File: config.mk
export PLATFORM = sky130hd
export DESIGN_NAME = svcr_ctrl
export DESIGN_NICKNAME = d
export VERILOG_FILES = /design/src/hdl/svcr_pkg.sv /design/src/hdl/svcr_ctrl.sv
export SDC_FILE = /design/constraint.sdc
export NUM_CORES = 1
export LEC_CHECK = 0
export BUFFER_PORTS_ARGS = -buffer_cell sky130_fd_sc_hd__buf_2
export CORE_ASPECT_RATIO = 0.9
export CORE_MARGIN = 4
export CORE_UTILIZATION = 50
export CTS_CLUSTER_SIZE = 12
export DETAILED_ROUTE_END_ITERATION = 12
export MAX_ROUTING_LAYER = met4
export PLACE_DENSITY = 0.9
export SLEW_MARGIN = 15
export SYNTH_ARGS = -nofsm -noshare
export SYNTH_HDL_FRONTEND = slang
export SYNTH_SLANG_ARGS = --single-unit
File: constraint.sdc
create_clock -name clk -period 3.5 [get_ports clk]
set_input_delay 0.35 -clock clk [delete_from_list [all_inputs] [get_ports clk]]
set_output_delay 0.35 -clock clk [all_outputs]
set_load 0.005 [all_outputs]
File: src/hdl/svcr_pkg.sv
// Shared constants, codes and control types of the cubic resampling voice.
package svcr_pkg;

  // Field and datapath widths.
  localparam int SAMPLE_W    = 16;
  localparam int MIX_W       = 24;
  localparam int FRAC_W      = 16;
  localparam int FRAME_W     = 16;
  localparam int FIELD_W     = 17;
  localparam int ADDR_W      = 17;
  localparam int STORE_DEPTH = 131072;
  localparam int RATE_W      = 19;
  localparam int GAIN_W      = 16;
  localparam int EPOCH_W     = 32;
  localparam int POS_W       = 34;
  localparam int STEP_W      = 24;
  localparam int ACC_W       = 22;
  localparam int DIV_W       = 35;
  localparam int SCL_W       = 31;
  localparam int SUM_W       = 32;
  localparam int PADDR_W     = 3;
  localparam int PDATA_W     = 32;

  // Right shift that maps a gained twice-value onto the mix bus.
  localparam int GAIN_SHIFT  = 15 + SAMPLE_W - MIX_W + 1;

  localparam logic [FIELD_W-1:0] MAX_FRAMES   = 17'h10000;
  localparam logic [RATE_W-1:0]  DEFAULT_RATE = 19'd48000;
  localparam logic [GAIN_W-1:0]  UNITY_GAIN   = 16'h8000;
  localparam logic [22:0]        STEP_MAX     = 23'h7FFFFF;

  // Register map, decoded on address bit 2.
  localparam logic REG_OUTPUT_RATE = 1'b0;
  localparam logic REG_GAIN        = 1'b1;

  typedef enum logic [1:0] {
    OP_RENDER = 2'd0,
    OP_START  = 2'd1,
    OP_STOP   = 2'd2,
    OP_LOAD   = 2'd3
  } op_t;

  typedef enum logic [3:0] {
    S_IDLE,
    S_DISPATCH,
    S_DIV,
    S_READ,
    S_COEF,
    S_HORN,
    S_SCALE,
    S_MIX
  } state_t;

  // Commands from the controller to the datapath.
  typedef struct packed {
    logic       capture;
    logic       load;
    logic       start;
    logic       stop;
    logic       set_step;
    logic       halt;
    logic       enter;
    logic       rd_en;
    logic [1:0] tap;
    logic       cap_en;
    logic [1:0] cap_tap;
    logic       coef;
    logic       horn;
    logic [1:0] horn_sel;
    logic       scale;
    logic       mix;
    logic       ch;
    logic       advance;
  } cmd_t;

  // Status from the datapath to the controller.
  typedef struct packed {
    op_t  op;
    logic playing;
    logic in_slice;
    logic stereo;
    logic div_busy;
  } sts_t;

endpackage

File: src/hdl/svcr_ctrl.sv
// Controller: sequences load, start, stop and render items over the datapath.
module svcr_ctrl (
  input  logic          clk,
  input  logic          rst_n,
  input  logic          in_valid,
  output logic          in_stall,
  output logic          out_valid,
  input  logic          out_stall,
  output svcr_pkg::cmd_t cmd,
  input  svcr_pkg::sts_t sts
);
  import svcr_pkg::*;

  state_t     state_r, state_nxt;
  logic [2:0] cnt_r, cnt_nxt;
  logic [1:0] hcnt_r, hcnt_nxt;
  logic       ch_r, ch_nxt;
  logic       out_valid_r, out_valid_nxt;

  assign out_valid = out_valid_r;

  // State and counter registers.
  always_ff @(posedge clk) begin
    if (!rst_n) begin
      state_r     <= S_IDLE;
      cnt_r       <= '0;
      hcnt_r      <= '0;
      ch_r        <= 1'b0;
      out_valid_r <= 1'b0;
    end else begin
      state_r     <= state_nxt;
      cnt_r       <= cnt_nxt;
      hcnt_r      <= hcnt_nxt;
      ch_r        <= ch_nxt;
      out_valid_r <= out_valid_nxt;
    end
  end

  // Next state and commands.
  always_comb begin
    logic finish;
    finish        = 1'b0;
    state_nxt     = state_r;
    cnt_nxt       = cnt_r;
    hcnt_nxt      = hcnt_r;
    ch_nxt        = ch_r;
    cmd           = '0;
    cmd.tap       = cnt_r[1:0];
    cmd.cap_tap   = 2'(cnt_r - 3'd1);
    cmd.horn_sel  = hcnt_r;
    cmd.ch        = ch_r;
    in_stall      = 1'b1;
    out_valid_nxt = out_valid_r && out_stall;

    case (state_r)
      S_IDLE: begin
        in_stall = out_valid_r && out_stall;
        if (in_valid && !in_stall) begin
          cmd.capture = 1'b1;
          state_nxt   = S_DISPATCH;
        end
      end
      S_DISPATCH: begin
        case (sts.op)
          OP_LOAD: begin
            cmd.load = 1'b1;
            finish   = 1'b1;
          end
          OP_STOP: begin
            cmd.stop = 1'b1;
            finish   = 1'b1;
          end
          OP_START: begin
            cmd.start = 1'b1;
            state_nxt = S_DIV;
          end
          default: begin
            if (!sts.playing) begin
              finish = 1'b1;
            end else if (!sts.in_slice) begin
              cmd.halt = 1'b1;
              finish   = 1'b1;
            end else begin
              cmd.enter = 1'b1;
              ch_nxt    = 1'b0;
              cnt_nxt   = '0;
              state_nxt = S_READ;
            end
          end
        endcase
      end
      S_DIV: begin
        if (!sts.div_busy) begin
          cmd.set_step = 1'b1;
          finish       = 1'b1;
        end
      end
      // Issue four tap reads; each word is captured in the cycle after its read.
      S_READ: begin
        cmd.rd_en  = (cnt_r < 3'd4);
        cmd.cap_en = (cnt_r != 3'd0);
        cnt_nxt    = cnt_r + 3'd1;
        if (cnt_r == 3'd4) begin
          state_nxt = S_COEF;
        end
      end
      S_COEF: begin
        cmd.coef  = 1'b1;
        hcnt_nxt  = '0;
        state_nxt = S_HORN;
      end
      S_HORN: begin
        cmd.horn = 1'b1;
        hcnt_nxt = hcnt_r + 2'd1;
        if (hcnt_r == 2'd2) begin
          state_nxt = S_SCALE;
        end
      end
      S_SCALE: begin
        cmd.scale = 1'b1;
        state_nxt = S_MIX;
      end
      S_MIX: begin
        cmd.mix = 1'b1;
        if (sts.stereo && !ch_r) begin
          ch_nxt    = 1'b1;
          cnt_nxt   = '0;
          state_nxt = S_READ;
        end else begin
          cmd.advance = 1'b1;
          finish      = 1'b1;
        end
      end
      default: begin
        state_nxt = S_IDLE;
      end
    endcase

    if (finish) begin
      out_valid_nxt = 1'b1;
      state_nxt     = S_IDLE;
    end
  end

endmodule

Yosys cells after proc, flatten, opt, wreduce, memory -nomap -nowiden
Index checks and enable logic that the tools add are counted.
{"block": "totals", "register_bits": 11, "latchBits": 0, "mem_bits_rw": 0, "romBits": 0, "in_bits": 10, "output_inout_bits": 23, "elab_cells": 94, "memories": 0}
{"block": "op_classes", "addsub": 3, "mul": 0, "div_mod_pow": 0, "magnitude_cmp": 1, "eq_ne": 22, "shift": 0, "n_mux": 45, "bitwise": 2, "reduce_logical": 16}
{"cell": "$pmux W4 S8", "count": 1}
{"cell": "$mux W1", "count": 24}
{"cell": "$mux W4", "count": 6}
{"cell": "$eq A4 B3 Y1 const B", "count": 4}
{"cell": "$ne A2 B2 Y1 const B", "count": 8}
{"cell": "$mux W3", "count": 5}
{"cell": "$reduce_and A5 Y1", "count": 2}
{"cell": "$pmux W3 S3", "count": 1}
{"cell": "$eq A4 B2 Y1 const B", "count": 2}
{"cell": "$pmux W4 S2", "count": 1}
{"cell": "$reduce_and A8 Y1", "count": 1}
{"cell": "$eq A2 B2 Y1 const B", "count": 3}
{"cell": "$mux W2", "count": 3}
{"cell": "$ne A3 B2 Y1 const B", "count": 2}
{"cell": "$reduce_bool A3 Y1", "count": 2}
{"cell": "$eq A4 B1 Y1 const B", "count": 1}
{"cell": "$logic_not A4 Y1", "count": 1}
{"cell": "$pmux W1 S2", "count": 2}
{"cell": "$pmux W2 S2", "count": 1}
{"cell": "$reduce_bool A2 Y1", "count": 2}
{"cell": "$reduce_or A2 Y1", "count": 2}
{"cell": "$add A3 B1 Y3 const B", "count": 1}
{"cell": "$eq A3 B3 Y1 const B", "count": 1}
{"cell": "$logic_and A1 B1 Y1", "count": 3}
{"cell": "other kinds (8)", "count": 10}

Depth between registers and ports, before layout
Gate-level depths: netlist (run 1).
{"block": "depth", "word_depth": 5, "mapped_depth": 7}

Least setup slack after synthesis (run 1)
Ideal clock, no wire load.
{"block": "synth_timing", "path_kind": "reg-to-reg", "startpoint": "register cnt_r[0]", "endpoint": "register state_r[1]", "setup_ns": 0.116, "arrival_ns": 1.494, "required_time_ns": 3.384, "path_slack_ns": 1.890, "stages_incl_launch_ff": 8, "cell_sequence": "dfxtp_1 -> inv_1 -> ha_1 -> and2_1 -> o22ai_1 -> a221o_1 -> o31a_1 -> o211a_1"}
{"block": "synth_via", "elab_chain_cells": 3}
{"element": "start, declared", "line": "svcr_ctrl.sv:15", "rtl": "logic [2:0] cnt_r, cnt_nxt;"}
{"element": "start signal, assigned", "line": "svcr_ctrl.sv:32", "rtl": "cnt_r <= cnt_nxt;"}
{"element": "$eq A3 B3 Y1", "line": "svcr_ctrl.sv:103", "rtl": "if (cnt_r == 3'd4) begin"}
{"element": "$ne A2 B2 Y1 (no source line)"}
{"element": "$reduce_and A8 Y1 (no source line)"}
{"element": "end signal, assigned", "line": "svcr_ctrl.sv:31", "rtl": "state_r <= state_nxt;"}
{"element": "end, declared", "line": "svcr_ctrl.sv:14", "rtl": "state_t state_r, state_nxt;"}
No other way between the ends.
A chain may end at the register's enable or synchronous reset.

==> flow_summary_export.csv, run 1 <==
group,metric,value,unit
run_status,status,"finished, final reports clean",
grt,grt-ovfl-total,0,
grt,grt_max_degree,20,
grt,grt_pass1_vias,713,
clock_network,clk_latency,0.27,ns
grt,antenna_found_initial,0,
setup_path,worstPathArrival,1.74,ns
pwr,clkPwrFrac,19.4,%
grt,grt_usage,18.22,%
setup_path,critPathRequiredTime,3.15,ns
finish,fill_cells,126,
routing,drt-initial-drc-count,9,
die,die_w,50.02,um
setup_path,crit_path_end_kind,"primary output",
pwr,intPower,255.4,uW
placement,post-place-cells,142,
pwr,power.switching,165.3,uW
finish,final_cells,145,
setup_path,cp_cell_sequence,"or3b_4, nor4_1, buf_2",
pwr,power_density,449.6,nW/um2
clock_network,clkSinkCount,10,
logic_synthesis,synth_edf_count,0,
grt,grt_pass1_wl,3.008,mm
logic_synthesis,yosys_most_used_dff,"dfxtp_1",
setup_path,cpLargestDelayFamily,"simple AND/OR/NAND/NOR gates",
die,die_h,45.82,um
clock_network,post_cts_resized,0,
logic_synthesis,ys_seq_elements,10,
clock_network,numCtsBuffers,3,
hold_path,hold_path.class,"in -> reg",
logic_synthesis,yosys.cell_count.top_type,"dfxtp_1",
setup_path,path_class,"reg -> out",
finish,final_core_util,63.23,%
finish,multi_input_area,495.5,um2
clock_network,clockBufferDepth,2,
pwr,peakVddDrop,0.2610,mV
finish,final_nets,138,
setup_path,start_kind,"flop",
pwr,power_frac_comb,42.7,%
routing,drc,0,
logic_synthesis,async_reset_ff_share,0,%
finish,insertedDiodeCount,0,
die,start_util,53.68,%
sta,max_freq,0.4788,GHz
die,coreArea,1480,um2
sta,finalHoldViolations,0,
sta,timing.hold.ws,0.3432,ns
logic_synthesis,syn_area,794.5,um2
logic_synthesis,yosysSeqAreaShare,25.20,%
logic_synthesis,ys_warn_count,0,
placement,gp_congestion,0.8605,
routing,viasPerCell,5.297,
logic_synthesis,syn-num-nets,110,
pwr,power.leakage,0.4716,nW
routing,drtPass1Iterations,4,
logic_synthesis,avgSynthCellArea,8.191,um2
sta,finalSetupTns,0,ns
routing,wl_per_cell,13.15,um
logic_synthesis,synthTopCellsByCount,"dfxtp_1, nand2_1, inv_1",
setup_path,slowest_delay,0.61,ns
setup_path,cpMaxStageDelayCell,"dfxtp_1",
sta,worst_pin_slew,0.5952,ns
sta,finalSetupViolations,0,
setup_path,path_buf_inv,1,
logic_synthesis,yosys.area.top_type_share,25.20,%
job,maxCapViolations,0,
clock_network,cts_hold_buf,0,
sta,finalCritPeriodShare,59.68,%
sta,fin_crit,2.089,ns
die,die_area,2292,um2
clock_network,cts_tree,"built",
placement,place_hpwl,1.468,mm
finish,drive_above_1_share,35.77,%
routing,vias,768,
sta,fin_ws,1.411,ns
routing,antenna_left,0,
pwr,switching_share,39.29,%
die,ios,33,
placement,io_buffers,32,
routing,drt-total-wl,1.907,mm
finish,syn2layout_area_growth,17.80,%
clock_network,cts-root-buf,"clkbuf_4",
sta,drv_slew,0,
clock_network,htree_num_levels,1,
sta,grt_setup_unrepaired,"no",
sta,finalClockSkew,0.003361,ns
placement,dp_slack,1.642,ns
clock_network,post_cts_buffers,0,
sta,relSlewSlack,60.27,%
logic_synthesis,yosysTopAreaCell,"dfxtp_1",
logic_synthesis,syn_inst,97,
logic_synthesis,synth.distinct_cells,40,
clock_network,clkSlewWorstSetupHoldPaths,0.06,ns
finish,seq_area,200.2,um2
die,fp-row-count,13,
pwr,power_frac_seq,37.9,%
logic_synthesis,synth_area_leaders,"dfxtp_1, buf_4, ha_1",
setup_path,cp_max_fo,15,
stage by stage:
step	total power [mW]	cell area (um2)
2_1_floorplan	0.2912	794.5
3_3_place_gp	0.3292	913.4
3_5_place_dp	0.3375	913.4
4_1_cts	0.4204	935.9
5_1_grt	0.4508	935.9
6_report	0.4208	935.9
worst reg2reg max path, stage by stage, from the launching register on:
cell and delay [ns]:
dfxtp_1 0.70, or2b_1 0.20, o22ai_1 0.08, a221o_1 0.36
o31a_1 0.26, o211a_1 0.20
layer usage:
| layer | global-route usage [%] | vias up | wire length, um |
|---|---|---|---|
| li1 | - | 394 | - |
| met1 | 19.30 | 348 | 829 |
| met2 | 30.99 | 23 | 945 |
| met3 | 4.918 | 3 | 109 |
| met4 | 10.50 | 0 | 23 |
| met5 | - | - | 0 |
registers in the layout, indices dropped and copies added (netlist names):
register	flops
hcnt_r	2
out_valid	1
cnt_r	3
state_r	3
ch_r	1
power by group through the flow:
| stage | registers [mW] | clock network [mW] | logic [mW] |
|---|---|---|---|
| 2_1_floorplan | 0.139 | 0 | 0.152 |
| 3_3_place_gp | 0.158 | 0 | 0.171 |
| 3_5_place_dp | 0.160 | 0 | 0.178 |
| 4_1_cts | 0.157 | 0.0845 | 0.179 |
| 5_1_grt | 0.164 | 0.0906 | 0.197 |
| 6_report | 0.159 | 0.0818 | 0.180 |
layout make-up:
cell class	instances	area share, %
Multi-Input combinational cell	70	52.94
Sequential cell	10	21.39
Timing Repair Buffer	32	17.11
Inverter	8	3.209
Tap cell	22	2.941
Clock buffer	3	2.406
path summary, 6_finish.rpt:
check | start | end | slack (ns) | cells past startpoint
max reg2reg | state_r[2] | state_r[1] | 1.61 | 5
max | state_r[0] | cmd[15] | 1.41 | 3
min | sts[1] | ch_r | 0.34 | 3
min reg2reg | ch_r | ch_r | 0.50 | 2
cell families (layout without fill, tap and decap cells):
group	Yosys count	after routing	synth area share, %
buffers and inverters	17	43	12.44
AOI/OAI and AO/OA	23	23	20.32
and+or+nand+nor	44	44	37.32
DFF	10	10	25.20
adders and majority gates	3	3	4.725
cell usage in the layout (no fill, tap or decap), types with 4 or more instances in the layout:
master	synthesis	layout
buf_2	1	32
dfxtp_1	10	10
and3_1	4	4
nand2_1	9	9
inv_1	8	8
nor3b_1	4	4
nor2_1	4	4
o21ai_0	4	4
No activity file was read; power rests on OpenSTA's default activity.
==> run 2, diff against run 1 <==
- CORE_UTILIZATION: 50 -> 46
- PLACE_DENSITY: 0.9 -> 0.84
- clock period: 3.5 -> 2.1 ns (I/O delays scaled with it)
==> run 2 against run 1 <==
Final cell count increased by 1.4%. Total power up 78%. Combinational power is 68% higher. Hold slack worse by 0.15 ns. Routed wire length decreased by 0.94%. Die area is 7.2% higher. Sequential share of layout area shrank 0.48 points. Critical path type unchanged. Largest power group unchanged.
==> flow_summary_export.csv, run 2 (same netlist as run 1, synthesis figures left out) <==
group,metric,value,unit
run_status,status,"finished, final reports clean",
die,fp-row-count,13,
grt,grt_pass1_vias,720,
clock_network,post_cts_buffers,0,
sta,finalCritPeriodShare,92.79,%
sta,finalClockSkew,0.003737,ns
pwr,power_density,781.2,nW/um2
die,start_util,51.96,%
clock_network,cts_hold_buf,0,
sta,fin_crit,1.949,ns
routing,viasPerCell,5.320,
finish,final_core_util,62.60,%
placement,place_hpwl,1.443,mm
pwr,power_frac_seq,35.0,%
finish,stdcell_area,957.2,um2
setup_path,cp_cell_sequence,"or3b_4, nor4_1, buf_2",
routing,wl_per_cell,12.85,um
job,maxCapViolations,0,
finish,final_cell_mix,"buf_2, dfxtp_1, nand2_1, inv_1",
die,die_area,2457,um2
finish,mostFrequentLayoutCell,"buf_2",
clock_network,cts-root-buf,"clkbuf_4",
setup_path,worstPathArrival,1.74,ns
sta,finalSetupTns,0,ns
setup_path,cpMaxStageDelayCell,"dfxtp_1",
setup_path,cpLargestDelayFamily,"simple AND/OR/NAND/NOR gates",
setup_path,path_class,"reg -> out",
sta,timing.hold.ws,0.1951,ns
grt,grt_max_degree,17,
die,ios,33,
hold_path,hold_path.class,"in -> reg",
die,coreArea,1529,um2
pwr,peakVddDrop,0.5566,mV
sta,finalHoldViolations,0,
placement,io_buffers,32,
setup_path,critPathRequiredTime,1.89,ns
pwr,clkPwrFrac,24.7,%
pwr,power.switching,282.2,uW
routing,drt-initial-drc-count,16,
routing,drt-total-wl,1.889,mm
placement,gp_congestion,0.7611,
finish,syn2layout_area_growth,20.47,%
finish,final_nets,139,
clock_network,numCtsBuffers,3,
finish,drive_above_1_share,36.80,%
sta,worst_pin_slew,0.4654,ns
finish,top_regs,"cnt_r (3), state_r (3), hcnt_r (2)",
pwr,power.leakage,0.4842,nW
pwr,intPower,465.6,uW
sta,max_freq,0.5132,GHz
setup_path,crit_path_end_kind,"primary output",
setup_path,path_buf_inv,1,
setup_path,cp_max_fo,15,
sta,finalSetupViolations,0,
clock_network,cts_tree,"built",
die,die_w,51.81,um
grt,grt_usage,17.05,%
grt,antenna_found_initial,0,
grt,grt_pass1_wl,3.029,mm
sta,drv_slew,0,
setup_path,start_kind,"flop",
sta,grt_setup_unrepaired,"no",
die,die_h,47.43,um
placement,placed_cell_area,920.9,um2
clock_network,htree_num_levels,1,
clock_network,clk_latency,0.28,ns
clock_network,clkSlewWorstSetupHoldPaths,0.07,ns
pwr,power_frac_comb,40.3,%
setup_path,slowest_delay,0.59,ns
clock_network,clkSinkCount,10,
routing,drtPass1Iterations,4,
routing,antenna_left,0,
routing,drc,0,
sta,relSlewSlack,68.93,%
grt,grt-ovfl-total,0,
clock_network,clockBufferDepth,2,
clock_network,post_cts_resized,0,
finish,fill_cells,144,
pwr,switching_share,37.74,%
finish,insertedDiodeCount,0,
routing,vias,782,
==> run 2: cell count changes in the layout (fill, tap and decap cells not counted) <==
| cell | previous run | this run |
|---|---|---|
| buf_4 | 0 | 1 |
| clkbuf_8 | 0 | 1 |
==> run 2: power by group through the flow <==
stage | combinational (mW) | clock, mW | sequential, mW
after floorplan | 0.254 | 0 | 0.231
after global placement | 0.295 | 0 | 0.263
after detailed placement | 0.299 | 0 | 0.264
after CTS | 0.303 | 0.189 | 0.259
after global routing | 0.335 | 0.195 | 0.269
final | 0.302 | 0.184 | 0.262
==> run 2: per-stage QoR <==
step	setup slack (ns)	cells	power, mW
floorplan	0.4898	97	0.4853
global placement	0.3110	143	0.5587
detailed placement	0.3054	143	0.5637
CTS	0.1507	147	0.7506
global route	0.01940	147	0.7990
finish	0.1514	147	0.7478
==> run 2: area by class of cell <==
class	count	area [um2]	share of cell area, %
clock buffer	4	36.28	3.791
inverter	8	30.03	3.137
multi-input combinational	70	495.5	51.76
sequential	10	200.2	20.92
tap	22	27.53	2.876
timing repair buffer	33	167.7	17.52
==> run 2: per-layer routing <==
metal / wire, um / up-vias / track usage (%)
met5: 0 / - / -
met4: 16 / 0 / 3.141
met3: 141 / 3 / 5.296
met2: 919 / 28 / 28.17
met1: 812 / 358 / 20.90
li1: - / 393 / -
==> run 2: final timing paths <==
kind              cells past startpoint         end        from  slack [ns]
setup / recovery                      3     cmd[15]  state_r[0]        0.15
hold / removal                        3        ch_r      sts[1]        0.20
setup reg to reg                      5  state_r[0]  state_r[0]        0.28
hold reg to reg                       2        ch_r        ch_r        0.50
==> run 2: worst min-delay path: cells and delay by family <==
kind	cells	cell delay, ns
buf+inv	1	0.12
simple gates	1	0.05
compound gates	1	0.05
